[config.mk]
export PLATFORM = sky130hd
export DESIGN_NAME = svm_mac
export DESIGN_NICKNAME = d
export VERILOG_FILES = /design/src/rtl/svm_pkg.sv /design/src/rtl/svm_mac.sv
export SDC_FILE = /design/constraint.sdc
export NUM_CORES = 1
export LEC_CHECK = 0
export ABC_AREA = 1
export BUFFER_PORTS_ARGS = -buffer_cell sky130_fd_sc_hd__buf_2
export CAP_MARGIN = 20
export CORE_ASPECT_RATIO = 0.7
export CORE_MARGIN = 2
export CORE_UTILIZATION = 50
export DETAILED_ROUTE_END_ITERATION = 8
export PLACE_DENSITY_LB_ADDON = 0.15
export REMOVE_ABC_BUFFERS = 1
export SLEW_MARGIN = 20
export SYNTH_ARGS = -nofsm -noshare
export SYNTH_HDL_FRONTEND = slang
export SYNTH_SLANG_ARGS = --single-unit
[constraint.sdc]
create_clock -name clk -period 16 [get_ports clk]
set_input_delay 2.4 -clock clk [delete_from_list [all_inputs] [get_ports clk]]
set_output_delay 2.4 -clock clk [all_outputs]
set_load 0.005 [all_outputs]
[src/rtl/svm_pkg.sv]
`default_nettype none
package svm_pkg;

  localparam int ADDR_W = 16;
  localparam int SVAL_W = 16;
  localparam int LEN_W = 17;
  localparam int GAIN_W = 16;
  localparam int MIX_W = 16;
  localparam int BUSY_W = 4;
  localparam int ACT_W = 2;
  localparam int CLAMP_W = 25;
  localparam int BITCNT_W = 4;
  localparam int IN_TDATA_W = 72;
  localparam int OUT_TDATA_W = 24;
  localparam int ROUND_SHIFT = 15;

  typedef enum logic [ACT_W-1:0] {
    ACT_WRITE = 2'd0,
    ACT_START = 2'd1,
    ACT_TICK  = 2'd2,
    ACT_CLEAR = 2'd3
  } action_t;

  typedef enum logic [3:0] {
    ST_IDLE,
    ST_REDUCE,
    ST_WRITE,
    ST_START,
    ST_TICK_RD,
    ST_TICK_MUL,
    ST_TICK_ACC,
    ST_ROUND,
    ST_SAT,
    ST_DONE
  } state_t;

  typedef struct packed {
    logic clr;
    logic mul;
    logic acc;
    logic rnd;
    logic sat;
  } mac_ctl_t;

endpackage
`default_nettype wire

[src/rtl/svm_mac.sv]
`default_nettype none
module svm_mac #(
  parameter int VOICES = 8,
  parameter int SAMPLE_BITS = 16
) (
  input  wire logic                               clk,
  input  wire logic                               rst_n,
  input  wire svm_pkg::mac_ctl_t                  ctl,
  input  wire logic signed [SAMPLE_BITS-1:0]      smp,
  input  wire logic [svm_pkg::GAIN_W-1:0]         gain,
  output logic [svm_pkg::MIX_W-1:0]               mixed_r,
  output logic                                    clipped_r
);
  import svm_pkg::*;

  localparam int PW = SAMPLE_BITS + GAIN_W + 1;
  localparam int ACC_W = PW + $clog2(VOICES + 1);
  localparam int QW = ACC_W - ROUND_SHIFT;
  localparam logic signed [QW-1:0] Q_MAX = QW'((64'sd1 <<< (SAMPLE_BITS - 1)) - 64'sd1);
  localparam logic signed [QW-1:0] Q_MIN = -Q_MAX - QW'(1);
  localparam logic signed [ACC_W-1:0] BIAS = ACC_W'(64'sd1 <<< (ROUND_SHIFT - 1));

  logic signed [PW-1:0]               prod_r;
  logic signed [ACC_W-1:0]            acc_r;
  logic signed [QW-1:0]               q_r;
  logic signed [ACC_W-1:0]            biased;
  logic signed [SAMPLE_BITS-1:0]      sat_val;
  logic                               sat_hit;
  logic [SAMPLE_BITS+MIX_W-1:0]       sat_ext;

  assign biased = acc_r + BIAS;

  always_comb begin
    sat_val = q_r[SAMPLE_BITS-1:0];
    sat_hit = 1'b0;
    if (q_r > Q_MAX) begin
      sat_val = Q_MAX[SAMPLE_BITS-1:0];
      sat_hit = 1'b1;
    end else if (q_r < Q_MIN) begin
      sat_val = Q_MIN[SAMPLE_BITS-1:0];
      sat_hit = 1'b1;
    end
  end

  assign sat_ext = {{MIX_W{sat_val[SAMPLE_BITS-1]}}, sat_val};

  always_ff @(posedge clk) begin
    if (ctl.mul) begin
      prod_r <= smp * $signed({1'b0, gain});
    end
    if (ctl.clr) begin
      acc_r <= '0;
    end else if (ctl.acc) begin
      acc_r <= acc_r + {{(ACC_W-PW){prod_r[PW-1]}}, prod_r};
    end
    if (ctl.rnd) begin
      q_r <= biased[ACC_W-1:ROUND_SHIFT];
    end
  end

  always_ff @(posedge clk) begin
    if (!rst_n) begin
      mixed_r   <= '0;
      clipped_r <= 1'b0;
    end else if (ctl.clr) begin
      mixed_r   <= '0;
      clipped_r <= 1'b0;
    end else if (ctl.sat) begin
      mixed_r   <= sat_ext[MIX_W-1:0];
      clipped_r <= sat_hit;
    end
  end

endmodule
`default_nettype wire

==> reports/metrics.yaml <==
finalCritPeriodShare_pct: 49.2
post_cts_buffers: 0
finClkSkew_ns: 0.00947
antenna_found_initial: 0
worstPathArrival_ns: 8.00
synthToLayoutAreaGrowth_pct: 5.18
max_slew.worst_pin.slew_ns: 0.953
path_cells: "buf_2 -> inv_1 -> nor2_1 -> fa_1 -> fa_1 -> fa_1 -> fa_1 -> fa_1 -> inv_1 -> fa_1 -> inv_1 -> ha_1 -> a21oi_1 -> o21ai_0 -> a21oi_1 -> nand3_1 -> nand2_1 -> inv_1 -> o21ai_0 -> nand2_1"
drive_gt1_share_pct: 4.27
slew_headroom_pct: 36.1
synth_seq_cells: 109
crit_path_start_kind: "input port"
cts_root_buf: "clkbuf_16"
min_from: "mixed_r[4]$_SDFFE_PP0P_"
slowest_stage: "fa_1"
cts_hold_buf: 0
final_cell_mix: "nand2_1 (584), inv_1 (555), fa_1 (195)"
cts-buffers-inserted: 9
crit_path_frequent_cell: "fa_1"
cpPeakStageDelay_ns: 0.56
postCtsResizedCells: 0
gr-total-overflow: 0
port_buffers: 55
yosysUniqueCellTypes: 34
num_io_pins: 56
wire_per_inst_um: 15.4
ys_seq_area_share_pct: 17.1
cts.sinks: 109
netlist_area_um2: 16000
cp.buffers_inverters: 5
n_antenna_cell: 0
hold_viol_final: 0
drv_slew: 0
critPathKind: "in2reg"
clk_pin_slew_worst_paths_ns: 0.08
final_cells: 2622
tns_ns: 0
die_width_um: 218
cts_tree: "yes"
fin_crit_ns: 7.87
drtPass1Iterations: 5
rows: 54
fin_util_pct: 53.8
setup-violations-final: 0
crit_start: "smp[15]"
core_um2: 31400
drv_cap: 0
clk_latency_ns: 0.37
hpwl_um: 33800
vias_per_cell: 5.06
grt_pass1_wl_um: 68200
clockBufferDepth: 2
die_h_um: 154
rsz0062_at_grt: "false"
finalNetCount: 2590
initial_utilization_pct: 51.1
route.detailed.drc: 0
detail_route.iter0.violations: 1173
fmax_ghz: 0.127
grt_start_max_net_pins: 48
gp_congestion: 0.933
required_ns: 16.13
dr_total_vias: 13300
cts_max_level: 3
syn_avg_cell_area_um2: 7.28
hold_class: "reg2reg"
syn_inst: 2200
grt_usage_pct: 25.8
worst_r2r_startpoint: "acc_r[0]$_SDFFE_PP0P_"
ys_warn_count: 0
worstPathMaxFanout: 17
wl_um: 40500
grt_pass1_vias: 13300
postRouteAntennaNets: 0
status: "finished clean"
crit_path_end_kind: "flip-flop"
numPlacedInstances: 2606
dieArea_um2: 33500
final_common_cell: "nand2_1"
cpLargestDelayFamily: "adder cells"
## metrics by stage
| step | setup WS, ns | area [um^2] | hold slack [ns] |
|---|---|---|---|
| floorplan | 8.50 | 15800 | 0.457 |
| global placement | 7.76 | 16600 | 0.449 |
| detailed placement | 7.80 | 16600 | 0.452 |
| CTS | 8.19 | 16800 | 0.464 |
| global route | 7.77 | 16900 | 0.488 |
| finish | 8.13 | 16900 | 0.464 |
## synthesized netlist by cell type
master	instances	area share, %
nand4_1	10	0.39
o21bai_1	9	0.42
nand3_1	76	2.4
nor4_1	3	0.12
o21ai_1	1	0.031
dfxtp_1	54	6.7
o21a_1	1	0.047
clkbuf_1	67	1.6
nor3_4	1	0.10
or2_2	7	0.27
o21ai_0	54	1.7
xnor2_1	14	0.77
a21o_1	6	0.28
nand3_2	5	0.31
inv_1	555	13
o211ai_1	2	0.094
fa_1	195	24
a21oi_1	100	3.1
and2_1	1	0.039
buf_1	2	0.047
a31oi_1	3	0.12
nor2_4	3	0.21
nand2_1	584	14
edfxtp_1	55	10
nor2_2	4	0.16
nor2_1	147	3.4
xor2_1	53	2.9
clkinv_1	2	0.047
buf_2	1	0.031
a21boi_0	2	0.094
o31ai_2	1	0.078
nor3_1	20	0.62
ha_1	159	12
nand2_2	3	0.12
## worst reg2reg max path: stages (launching register included)
cell	delay, ns
dfxtp_1	0.34
ha_1	0.21
inv_1	0.07
fa_1	0.40
inv_1	0.11
nand3_1	0.07
nand3_1	0.20
nand2_1	0.08
nand2_1	0.12
nand3_1	0.11
nand2_1	0.18
nand2_1	0.14
nand3_1	0.10
nand3_1	0.08
nand2_1	0.08
inv_1	0.04
## cells by family (layout without fill, tap and decap cells)
group                      Yosys count  in the layout  synth area share [%]
DFF                                109            109                  17.1
adders and majority gates          354            354                  36.8
AOI/OAI and AO/OA                  179            179                  5.97
xor gates and xnor gates            67             67                  3.66
and+or+nand+nor                    864            864                  21.8
buffers and inverters              627            629                  14.7
## sequential cells by signal, summed over array words and instances, names as in the netlist
name       count
acc_r         37
prod_r        33
q_r           22
mixed_r       16
clipped_r      1
## area by class of cell
type | instances | area [um^2]
fill | 3152 | 14500
multi-input combinational | 1464 | 10900
sequential | 109 | 2730
inverter | 557 | 2090
tap | 420 | 526
timing repair buffer | 56 | 283
clock buffer | 12 | 246
clock inverter | 4 | 30.0
## metal layers
metal	up-vias	track usage [%]	share of wire, %
li1	6534	-	-
met1	6322	40.2	51
met2	384	37.6	41
met3	27	5.22	8.1
met4	0	3.56	0.82
met5	-	0	0
## final timing paths
check,depth (start not counted),end,slack [ns]
max reg2reg,15,acc_r[32]$_SDFFE_PP0P_,13.58
min,2,mixed_r[4]$_SDFFE_PP0P_,0.46
max,20,prod_r[31]$_DFFE_PP_,8.13
min reg2reg,2,mixed_r[4]$_SDFFE_PP0P_,0.46
Power is not shown: default switching activity piles up to over one toggle a cycle in this logic, so the estimate is an artifact.
