===== src/rtl/svm_pkg.sv =====
`default_nettype none
package svm_pkg;

  localparam int ADDR_W = 16;
  localparam int SVAL_W = 16;
  localparam int LEN_W = 17;
  localparam int GAIN_W = 16;
  localparam int MIX_W = 16;
  localparam int BUSY_W = 4;
  localparam int ACT_W = 2;
  localparam int CLAMP_W = 25;
  localparam int BITCNT_W = 4;
  localparam int IN_TDATA_W = 72;
  localparam int OUT_TDATA_W = 24;
  localparam int ROUND_SHIFT = 15;

  typedef enum logic [ACT_W-1:0] {
    ACT_WRITE = 2'd0,
    ACT_START = 2'd1,
    ACT_TICK  = 2'd2,
    ACT_CLEAR = 2'd3
  } action_t;

  typedef enum logic [3:0] {
    ST_IDLE,
    ST_REDUCE,
    ST_WRITE,
    ST_START,
    ST_TICK_RD,
    ST_TICK_MUL,
    ST_TICK_ACC,
    ST_ROUND,
    ST_SAT,
    ST_DONE
  } state_t;

  typedef struct packed {
    logic clr;
    logic mul;
    logic acc;
    logic rnd;
    logic sat;
  } mac_ctl_t;

endpackage
`default_nettype wire


===== src/rtl/svm_seq.sv =====
`default_nettype none
module svm_seq #(
  parameter int VOICES = 8,
  parameter int SAMPLE_MEM_DEPTH = 65536,
  parameter int SAMPLE_BITS = 16
) (
  input  wire logic                                  clk,
  input  wire logic                                  rst_n,
  input  wire logic                                  in_valid,
  output logic                                       in_ready,
  input  wire svm_pkg::action_t                      in_action,
  input  wire logic [svm_pkg::ADDR_W-1:0]            in_addr,
  input  wire logic [svm_pkg::SVAL_W-1:0]            in_sval,
  input  wire logic [svm_pkg::LEN_W-1:0]             in_len,
  input  wire logic [svm_pkg::GAIN_W-1:0]            in_gain,
  input  wire logic                                  out_free,
  output logic                                       mem_we,
  output logic [$clog2(SAMPLE_MEM_DEPTH)-1:0]        mem_waddr,
  output logic [SAMPLE_BITS-1:0]                     mem_wdata,
  output logic                                       mem_re,
  output logic [$clog2(SAMPLE_MEM_DEPTH)-1:0]        mem_raddr,
  output svm_pkg::mac_ctl_t                          mac_ctl,
  output logic [svm_pkg::GAIN_W-1:0]                 mac_gain,
  output logic                                       done,
  output logic                                       res_started,
  output logic [svm_pkg::BUSY_W-1:0]                 res_busy
);
  import svm_pkg::*;

  localparam int AW = $clog2(SAMPLE_MEM_DEPTH);
  localparam int VW = (VOICES > 1) ? $clog2(VOICES) : 1;
  localparam int CW = $clog2(VOICES + 1);
  localparam bit POW2 = (SAMPLE_MEM_DEPTH & (SAMPLE_MEM_DEPTH - 1)) == 0;
  localparam bit NO_RED = POW2 || (SAMPLE_MEM_DEPTH > 65535);
  localparam logic [AW:0] DEPTH_C = (AW+1)'(SAMPLE_MEM_DEPTH);
  localparam logic [VW-1:0] LAST_V = VW'(VOICES - 1);
  localparam logic signed [CLAMP_W-1:0] SMP_MAX =
    CLAMP_W'((64'sd1 <<< (SAMPLE_BITS - 1)) - 64'sd1);
  localparam logic signed [CLAMP_W-1:0] SMP_MIN = -SMP_MAX - CLAMP_W'(1);

  state_t state_r, state_nxt;

  action_t               act_r;
  logic [ADDR_W-1:0]     sh_r;
  logic [SVAL_W-1:0]     sval_r;
  logic [LEN_W-1:0]      len_r;
  logic [GAIN_W-1:0]     gain_r;
  logic [AW:0]           red_r;
  logic [BITCNT_W-1:0]   bitc_r;
  logic [VW-1:0]         v_r;

  logic [VOICES-1:0]     on_r;
  logic [AW-1:0]         ptr_r  [VOICES];
  logic [LEN_W-1:0]      left_r [VOICES];
  logic [GAIN_W-1:0]     vgain_r [VOICES];
  logic [CW-1:0]         cnt_r;
  logic                  started_r;

  logic                  accept;
  logic [AW+ADDR_W-1:0]  addr_ext;
  logic [AW:0]           red_try;
  logic [AW:0]           red_step;
  logic [AW:0]           ptr_inc;
  logic [AW-1:0]         ptr_next;
  logic [LEN_W-1:0]      left_dec;
  logic signed [CLAMP_W-1:0] sval_ext;
  logic signed [CLAMP_W-1:0] sval_clamp;
  logic [CW+BUSY_W-1:0]  cnt_ext;
  logic                  last_v;

  assign accept   = in_valid && in_ready;
  assign addr_ext = {{AW{1'b0}}, in_addr};
  assign red_try  = {red_r[AW-1:0], sh_r[ADDR_W-1]};
  assign red_step = (red_try >= DEPTH_C) ? red_try - DEPTH_C : red_try;
  assign ptr_inc  = {1'b0, ptr_r[v_r]} + (AW+1)'(1);
  assign ptr_next = (ptr_inc == DEPTH_C) ? '0 : ptr_inc[AW-1:0];
  assign left_dec = (left_r[v_r] == '0) ? '0 : left_r[v_r] - LEN_W'(1);
  assign last_v   = (v_r == LAST_V);
  assign cnt_ext  = {{BUSY_W{1'b0}}, cnt_r};

  assign sval_ext = {{(CLAMP_W-SVAL_W){sval_r[SVAL_W-1]}}, sval_r};
  always_comb begin
    sval_clamp = sval_ext;
    if (sval_ext > SMP_MAX) begin
      sval_clamp = SMP_MAX;
    end else if (sval_ext < SMP_MIN) begin
      sval_clamp = SMP_MIN;
    end
  end

  assign mem_waddr   = red_r[AW-1:0];
  assign mem_wdata   = sval_clamp[SAMPLE_BITS-1:0];
  assign mem_raddr   = ptr_r[v_r];
  assign mac_gain    = vgain_r[v_r];
  assign res_started = started_r;
  assign res_busy    = cnt_ext[BUSY_W-1:0];

  always_ff @(posedge clk) begin
    if (!rst_n) begin
      state_r <= ST_IDLE;
    end else begin
      state_r <= state_nxt;
    end
  end

  always_comb begin
    state_nxt = state_r;
    in_ready  = 1'b0;
    mem_we    = 1'b0;
    mem_re    = 1'b0;
    mac_ctl   = '0;
    done      = 1'b0;
    case (state_r)
      ST_IDLE: begin
        in_ready = 1'b1;
        if (in_valid) begin
          mac_ctl.clr = 1'b1;
          case (in_action)
            ACT_WRITE: state_nxt = NO_RED ? ST_WRITE : ST_REDUCE;
            ACT_START: begin
              if (in_len == '0) begin
                state_nxt = ST_DONE;
              end else begin
                state_nxt = NO_RED ? ST_START : ST_REDUCE;
              end
            end
            ACT_TICK: state_nxt = ST_TICK_RD;
            default:  state_nxt = ST_DONE;
          endcase
        end
      end
      ST_REDUCE: begin
        if (bitc_r == '1) begin
          state_nxt = (act_r == ACT_WRITE) ? ST_WRITE : ST_START;
        end
      end
      ST_WRITE: begin
        mem_we    = 1'b1;
        state_nxt = ST_DONE;
      end
      ST_START: begin
        if (!on_r[v_r] || last_v) begin
          state_nxt = ST_DONE;
        end
      end
      ST_TICK_RD: begin
        if (on_r[v_r]) begin
          mem_re    = 1'b1;
          state_nxt = ST_TICK_MUL;
        end else if (last_v) begin
          state_nxt = ST_ROUND;
        end
      end
      ST_TICK_MUL: begin
        mac_ctl.mul = 1'b1;
        state_nxt   = ST_TICK_ACC;
      end
      ST_TICK_ACC: begin
        mac_ctl.acc = 1'b1;
        state_nxt   = last_v ? ST_ROUND : ST_TICK_RD;
      end
      ST_ROUND: begin
        mac_ctl.rnd = 1'b1;
        state_nxt   = ST_SAT;
      end
      ST_SAT: begin
        mac_ctl.sat = 1'b1;
        state_nxt   = ST_DONE;
      end
      ST_DONE: begin
        if (out_free) begin
          done      = 1'b1;
          state_nxt = ST_IDLE;
        end
      end
      default: state_nxt = ST_IDLE;
    endcase
  end

  always_ff @(posedge clk) begin
    if (!rst_n) begin
      on_r      <= '0;
      cnt_r     <= '0;
      started_r <= 1'b0;
    end else begin
      case (state_r)
        ST_IDLE: begin
          if (accept) begin
            started_r <= 1'b0;
            if (in_action == ACT_CLEAR) begin
              on_r  <= '0;
              cnt_r <= '0;
            end
          end
        end
        ST_START: begin
          if (!on_r[v_r]) begin
            on_r[v_r] <= 1'b1;
            cnt_r     <= cnt_r + CW'(1);
            started_r <= 1'b1;
          end
        end
        ST_TICK_ACC: begin
          if (left_dec == '0) begin
            on_r[v_r] <= 1'b0;
            cnt_r     <= cnt_r - CW'(1);
          end
        end
        default: begin
        end
      endcase
    end
  end

  always_ff @(posedge clk) begin
    case (state_r)
      ST_IDLE: begin
        if (accept) begin
          act_r  <= in_action;
          sh_r   <= in_addr;
          sval_r <= in_sval;
          len_r  <= in_len;
          gain_r <= in_gain;
          bitc_r <= '0;
          v_r    <= '0;
          red_r  <= NO_RED ? {1'b0, addr_ext[AW-1:0]} : '0;
        end
      end
      ST_REDUCE: begin
        red_r  <= red_step;
        sh_r   <= {sh_r[ADDR_W-2:0], 1'b0};
        bitc_r <= bitc_r + BITCNT_W'(1);
      end
      ST_START: begin
        if (!on_r[v_r]) begin
          ptr_r[v_r]   <= red_r[AW-1:0];
          left_r[v_r]  <= len_r;
          vgain_r[v_r] <= gain_r;
        end else if (!last_v) begin
          v_r <= v_r + VW'(1);
        end
      end
      ST_TICK_RD: begin
        if (!on_r[v_r] && !last_v) begin
          v_r <= v_r + VW'(1);
        end
      end
      ST_TICK_ACC: begin
        ptr_r[v_r]  <= ptr_next;
        left_r[v_r] <= left_dec;
        if (!last_v) begin
          v_r <= v_r + VW'(1);
        end
      end
      default: begin
      end
    endcase
  end

endmodule
`default_nettype wire

===== config.mk =====
export PLATFORM = sky130hd
export DESIGN_NAME = svm_seq
export DESIGN_NICKNAME = d
export VERILOG_FILES = /design/src/rtl/svm_pkg.sv /design/src/rtl/svm_seq.sv
export SDC_FILE = /design/constraint.sdc
export NUM_CORES = 1
export LEC_CHECK = 0
export ABC_AREA = 0
export CAP_MARGIN = 0
export CELL_PAD_IN_SITES_DETAIL_PLACEMENT = 0
export CELL_PAD_IN_SITES_GLOBAL_PLACEMENT = 1
export CORE_MARGIN = 1
export CORE_UTILIZATION = 35
export CTS_BUF_LIST = sky130_fd_sc_hd__clkbuf_4
export DETAILED_ROUTE_END_ITERATION = 8
export DONT_BUFFER_PORTS = 1
export GPL_ROUTABILITY_DRIVEN = 0
export GPL_TIMING_DRIVEN = 1
export PLACE_DENSITY_LB_ADDON = 0.1
export SYNTH_ARGS = -nofsm -noshare
export SYNTH_HDL_FRONTEND = slang
export SYNTH_SLANG_ARGS = --single-unit

===== constraint.sdc =====
create_clock -name clk -period 3.8 [get_ports clk]
set_input_delay 0.57 -clock clk [delete_from_list [all_inputs] [get_ports clk]]
set_output_delay 0.57 -clock clk [all_outputs]
set_load 0.01 [all_outputs]

==> impl_metrics.toml <==
[pwr]
p_total_mw = 18.8
seqPwrFrac_pct = 42.1
power_density_mw_per_mm2 = 751
switching_share_pct = 33.8
p_leak_nw = 8.49
worst_ir_drop_vdd_v = 0.000316
comb_power_share_pct = 32.0
p_int_mw = 12.5
switchingPower_mw = 6.37
pwr-share-clk_pct = 25.8

[place]
io_buffers = 0
place_ws_ns = -0.0997
dpl.hpwl_mm = 31.8
dp_cells = 2025

[min_path]
worstHoldPathCells = 3
hold_end = "state_r[1]"
worstHoldStart = "out_free"
min_path_type = "in2reg"

[setup_path]
critPathCaptureType = "flop"
path_cells = "mux4_2, mux2i_4, ha_1, o2111ai_1, or4_4, a22o_1, or3b_1, a21bo_1, or4_1, a21oi_1"
cp_slowest_cell = "mux4_2"
arrival_ns = 4.49
worstSetupStartpointType = "flop"
crit_type = "reg2reg"
ff2ff_path_depth = 10
reg2reg_to = "res_busy[1]"
critPathMaxStageDelay_ns = 0.55
r2r_setup_slack_ns = 0.17
cp.required_ns = 4.66
cp_max_fo = 10

[clock_tree]
numCtsBuffers = 142
clk_latency_ns = 0.96
clk_pin_slew_ns = 0.07
cts.sink_count = 502
cts_tree = "yes"
cts_root_buf = "clkbuf_4"
cts_buffer_depth = 3
cts-htree-levels = 4

[timing]
fmax_mhz = 276
setup_tns_ns = 0
fin_crit_sh_pct = 95.4
relSlewSlack_pct = 28.1
fin_skew_ns = 0.0413
hold_viol = 0
timing.final.ws_setup_ns = 0.175
setup_viol = 0
worstMarginPinSlew_ns = 1.08
period_needed_ns = 3.63
drv_slew = 0

[global_routing]
grt_pass1_vias = 12375
grt_max_degree = 60
grt_overflow_total = 0
track_usage_pct = 17.8
grt_pass1_wl_mm = 78.2
antenna_found_initial = 2

[yosys]
syn-cell-area_mm2 = 0.0209
yosysWarnings = 0
ys_seq_area_share_pct = 71.1
synth_cells = 1226
yosys-top-cells-area = "edfxtp_1, mux4_2, nand2_1"
yosys_register_bits = 502
synth_largest_area_cell = "edfxtp_1"
synth.top_cell.area_share_pct = 69.2
synth-main-ff-cell = "edfxtp_1"
yosysMostFrequentCell = "edfxtp_1"
yosysUniqueCellTypes = 73
synth_edf_count = 482
synth_common_cells = "edfxtp_1, nand2_1, mux4_2"
synthArstFlopShare_pct = 0
syn_nets = 1308
syn_avg_cell_area_um2 = 17.1

[route]
via_per_inst = 5.01
routedWlPerCell_um = 22.6
drt_iter0_drc = 663
dr.pass1.iters = 5
vias = 11783
ant_nets = 0
drc = 0
wl_mm = 53.0

[die]
start_util_pct = 35.5
rows = 89
io_pins = 149
die-area_mm2 = 0.0608
die_y_um = 247
die-width_um = 247
coreArea_mm2 = 0.0590

[finish]
final_util_pct = 42.5
syn_to_final_growth_pct = 20.0
finalNetCount = 1552
fin_cells = 2351
drive_gt1_share_pct = 32.7
fillers = 5434

[status]
status = "finished clean"

[run]
maxCapViolCount = 0
==> flip-flops by register name, indices dropped and copies added, names as in the netlist, named ones only <==
| signal | count |
|---|---|
| left_r | 136 |
| ptr_r | 128 |
| vgain_r | 128 |
| len_r | 17 |
| gain_r | 16 |
| red_r | 16 |
| sh_r | 16 |
| sval_r | 16 |
| on_r | 8 |
| bitc_r | 4 |
| res_busy | 4 |
| state_r | 4 |
| v_r | 3 |
| act_r | 2 |
| res_started | 1 |
==> metal layers <==
layer	up-vias	GRT usage (%)	part of all wire (%)
met5	-	0	0
met4	0	6.30	1.8
met3	72	5.23	5.3
met2	326	27.7	48
met1	5988	23.7	45
li1	5397	-	-
==> cell type report <==
type                            instances  area (µm²)  share of cell area [%]
Multi-Input combinational cell        614        5640                    22.5
Clock buffer                          202        1520                    6.04
Timing Repair Buffer                  187        1740                    6.91
Antenna cell                           10        25.0                  0.0997
Inverter                               23        88.8                   0.354
Sequential cell                       502       14900                    59.3
Clock inverter                         40         241                   0.962
Tap cell                              773         967                    3.85
==> worst max-delay path: cells and delay by family (launching register included) <==
family                     cells  cell delay, ns
AOI/OAI and AO/OA              4            0.71
adders and majority gates      1            0.24
DFF                            1            0.47
muxes                          2            0.81
and+or+nand+nor                3            1.31
==> how the worst max path moves through the flow <==
stage                         endpoint  slack [ns]  cells after the start
final                      res_busy[1]        0.17                     10
after global routing      mem_raddr[3]       -0.02                      7
after floorplan            res_busy[1]        0.06                     14
after global placement     ptr_r[3][1]       -0.04                     13
after detailed placement  ptr_r[2][14]        -0.1                     13
after CTS                 mem_raddr[9]        0.02                      6
==> what timing repair did <==
action                                  in CTS  in global routing
resized for setup                            5                 16
setup buffers                                0                  4
endpoints found under the hold margin      100                  0
pin swaps                                    0                  1
hold buffers                                70                  0
endpoints found under the setup margin      42                 71
==> through the flow <==
step / hold slack [ns] / instance area (µm²)
global placement: 0.496 / 22500
CTS: 0.00397 / 25000
global route: 0.0446 / 25100
detailed placement: 0.496 / 22500
finish: 0.125 / 25100
floorplan: 0.465 / 20900
==> power by group through the flow <==
stage / Combinational (mW) / Clock (mW) / Sequential, mW
floorplan: 4.21 / 0 / 7.63
global placement: 5.91 / 0 / 8.08
finish: 6.04 / 4.87 / 7.94
global route: 6.60 / 5.35 / 8.03
CTS: 6.03 / 5.07 / 7.99
detailed placement: 5.92 / 0 / 8.10
==> cells by family after synthesis <==
family / share of synthesized area [%]
xor gates and xnor gates: 1.18
adders and majority gates: 0.694
buffers and inverters: 2.62
and+or+nand+nor: 6.75
muxes: 14.4
DFF: 71.1
AOI/OAI and AO/OA: 3.26
==> cells in the final DEF, fill, tap and decap left out, types with 8 or more instances in the layout <==
| cell | n |
|---|---|
| o21ai_0 | 27 |
| dlygate4sd3_1 | 70 |
| o31ai_1 | 11 |
| inv_1 | 21 |
| mux2i_1 | 28 |
| clkinv_1 | 21 |
| nand3_1 | 15 |
| xnor2_1 | 18 |
| ha_1 | 10 |
| edfxtp_1 | 482 |
| mux2_2 | 31 |
| dfxtp_1 | 17 |
| nand2b_1 | 8 |
| mux4_2 | 100 |
| buf_12 | 11 |
| nand2_1 | 148 |
| nor2_1 | 46 |
| clkbuf_4 | 202 |
| a31oi_1 | 8 |
| diode_2 | 10 |
| a21oi_1 | 18 |
| buf_4 | 102 |
| nor3_1 | 18 |
| nor4_1 | 11 |
Note: power is estimated with default switching activity, not from simulation.
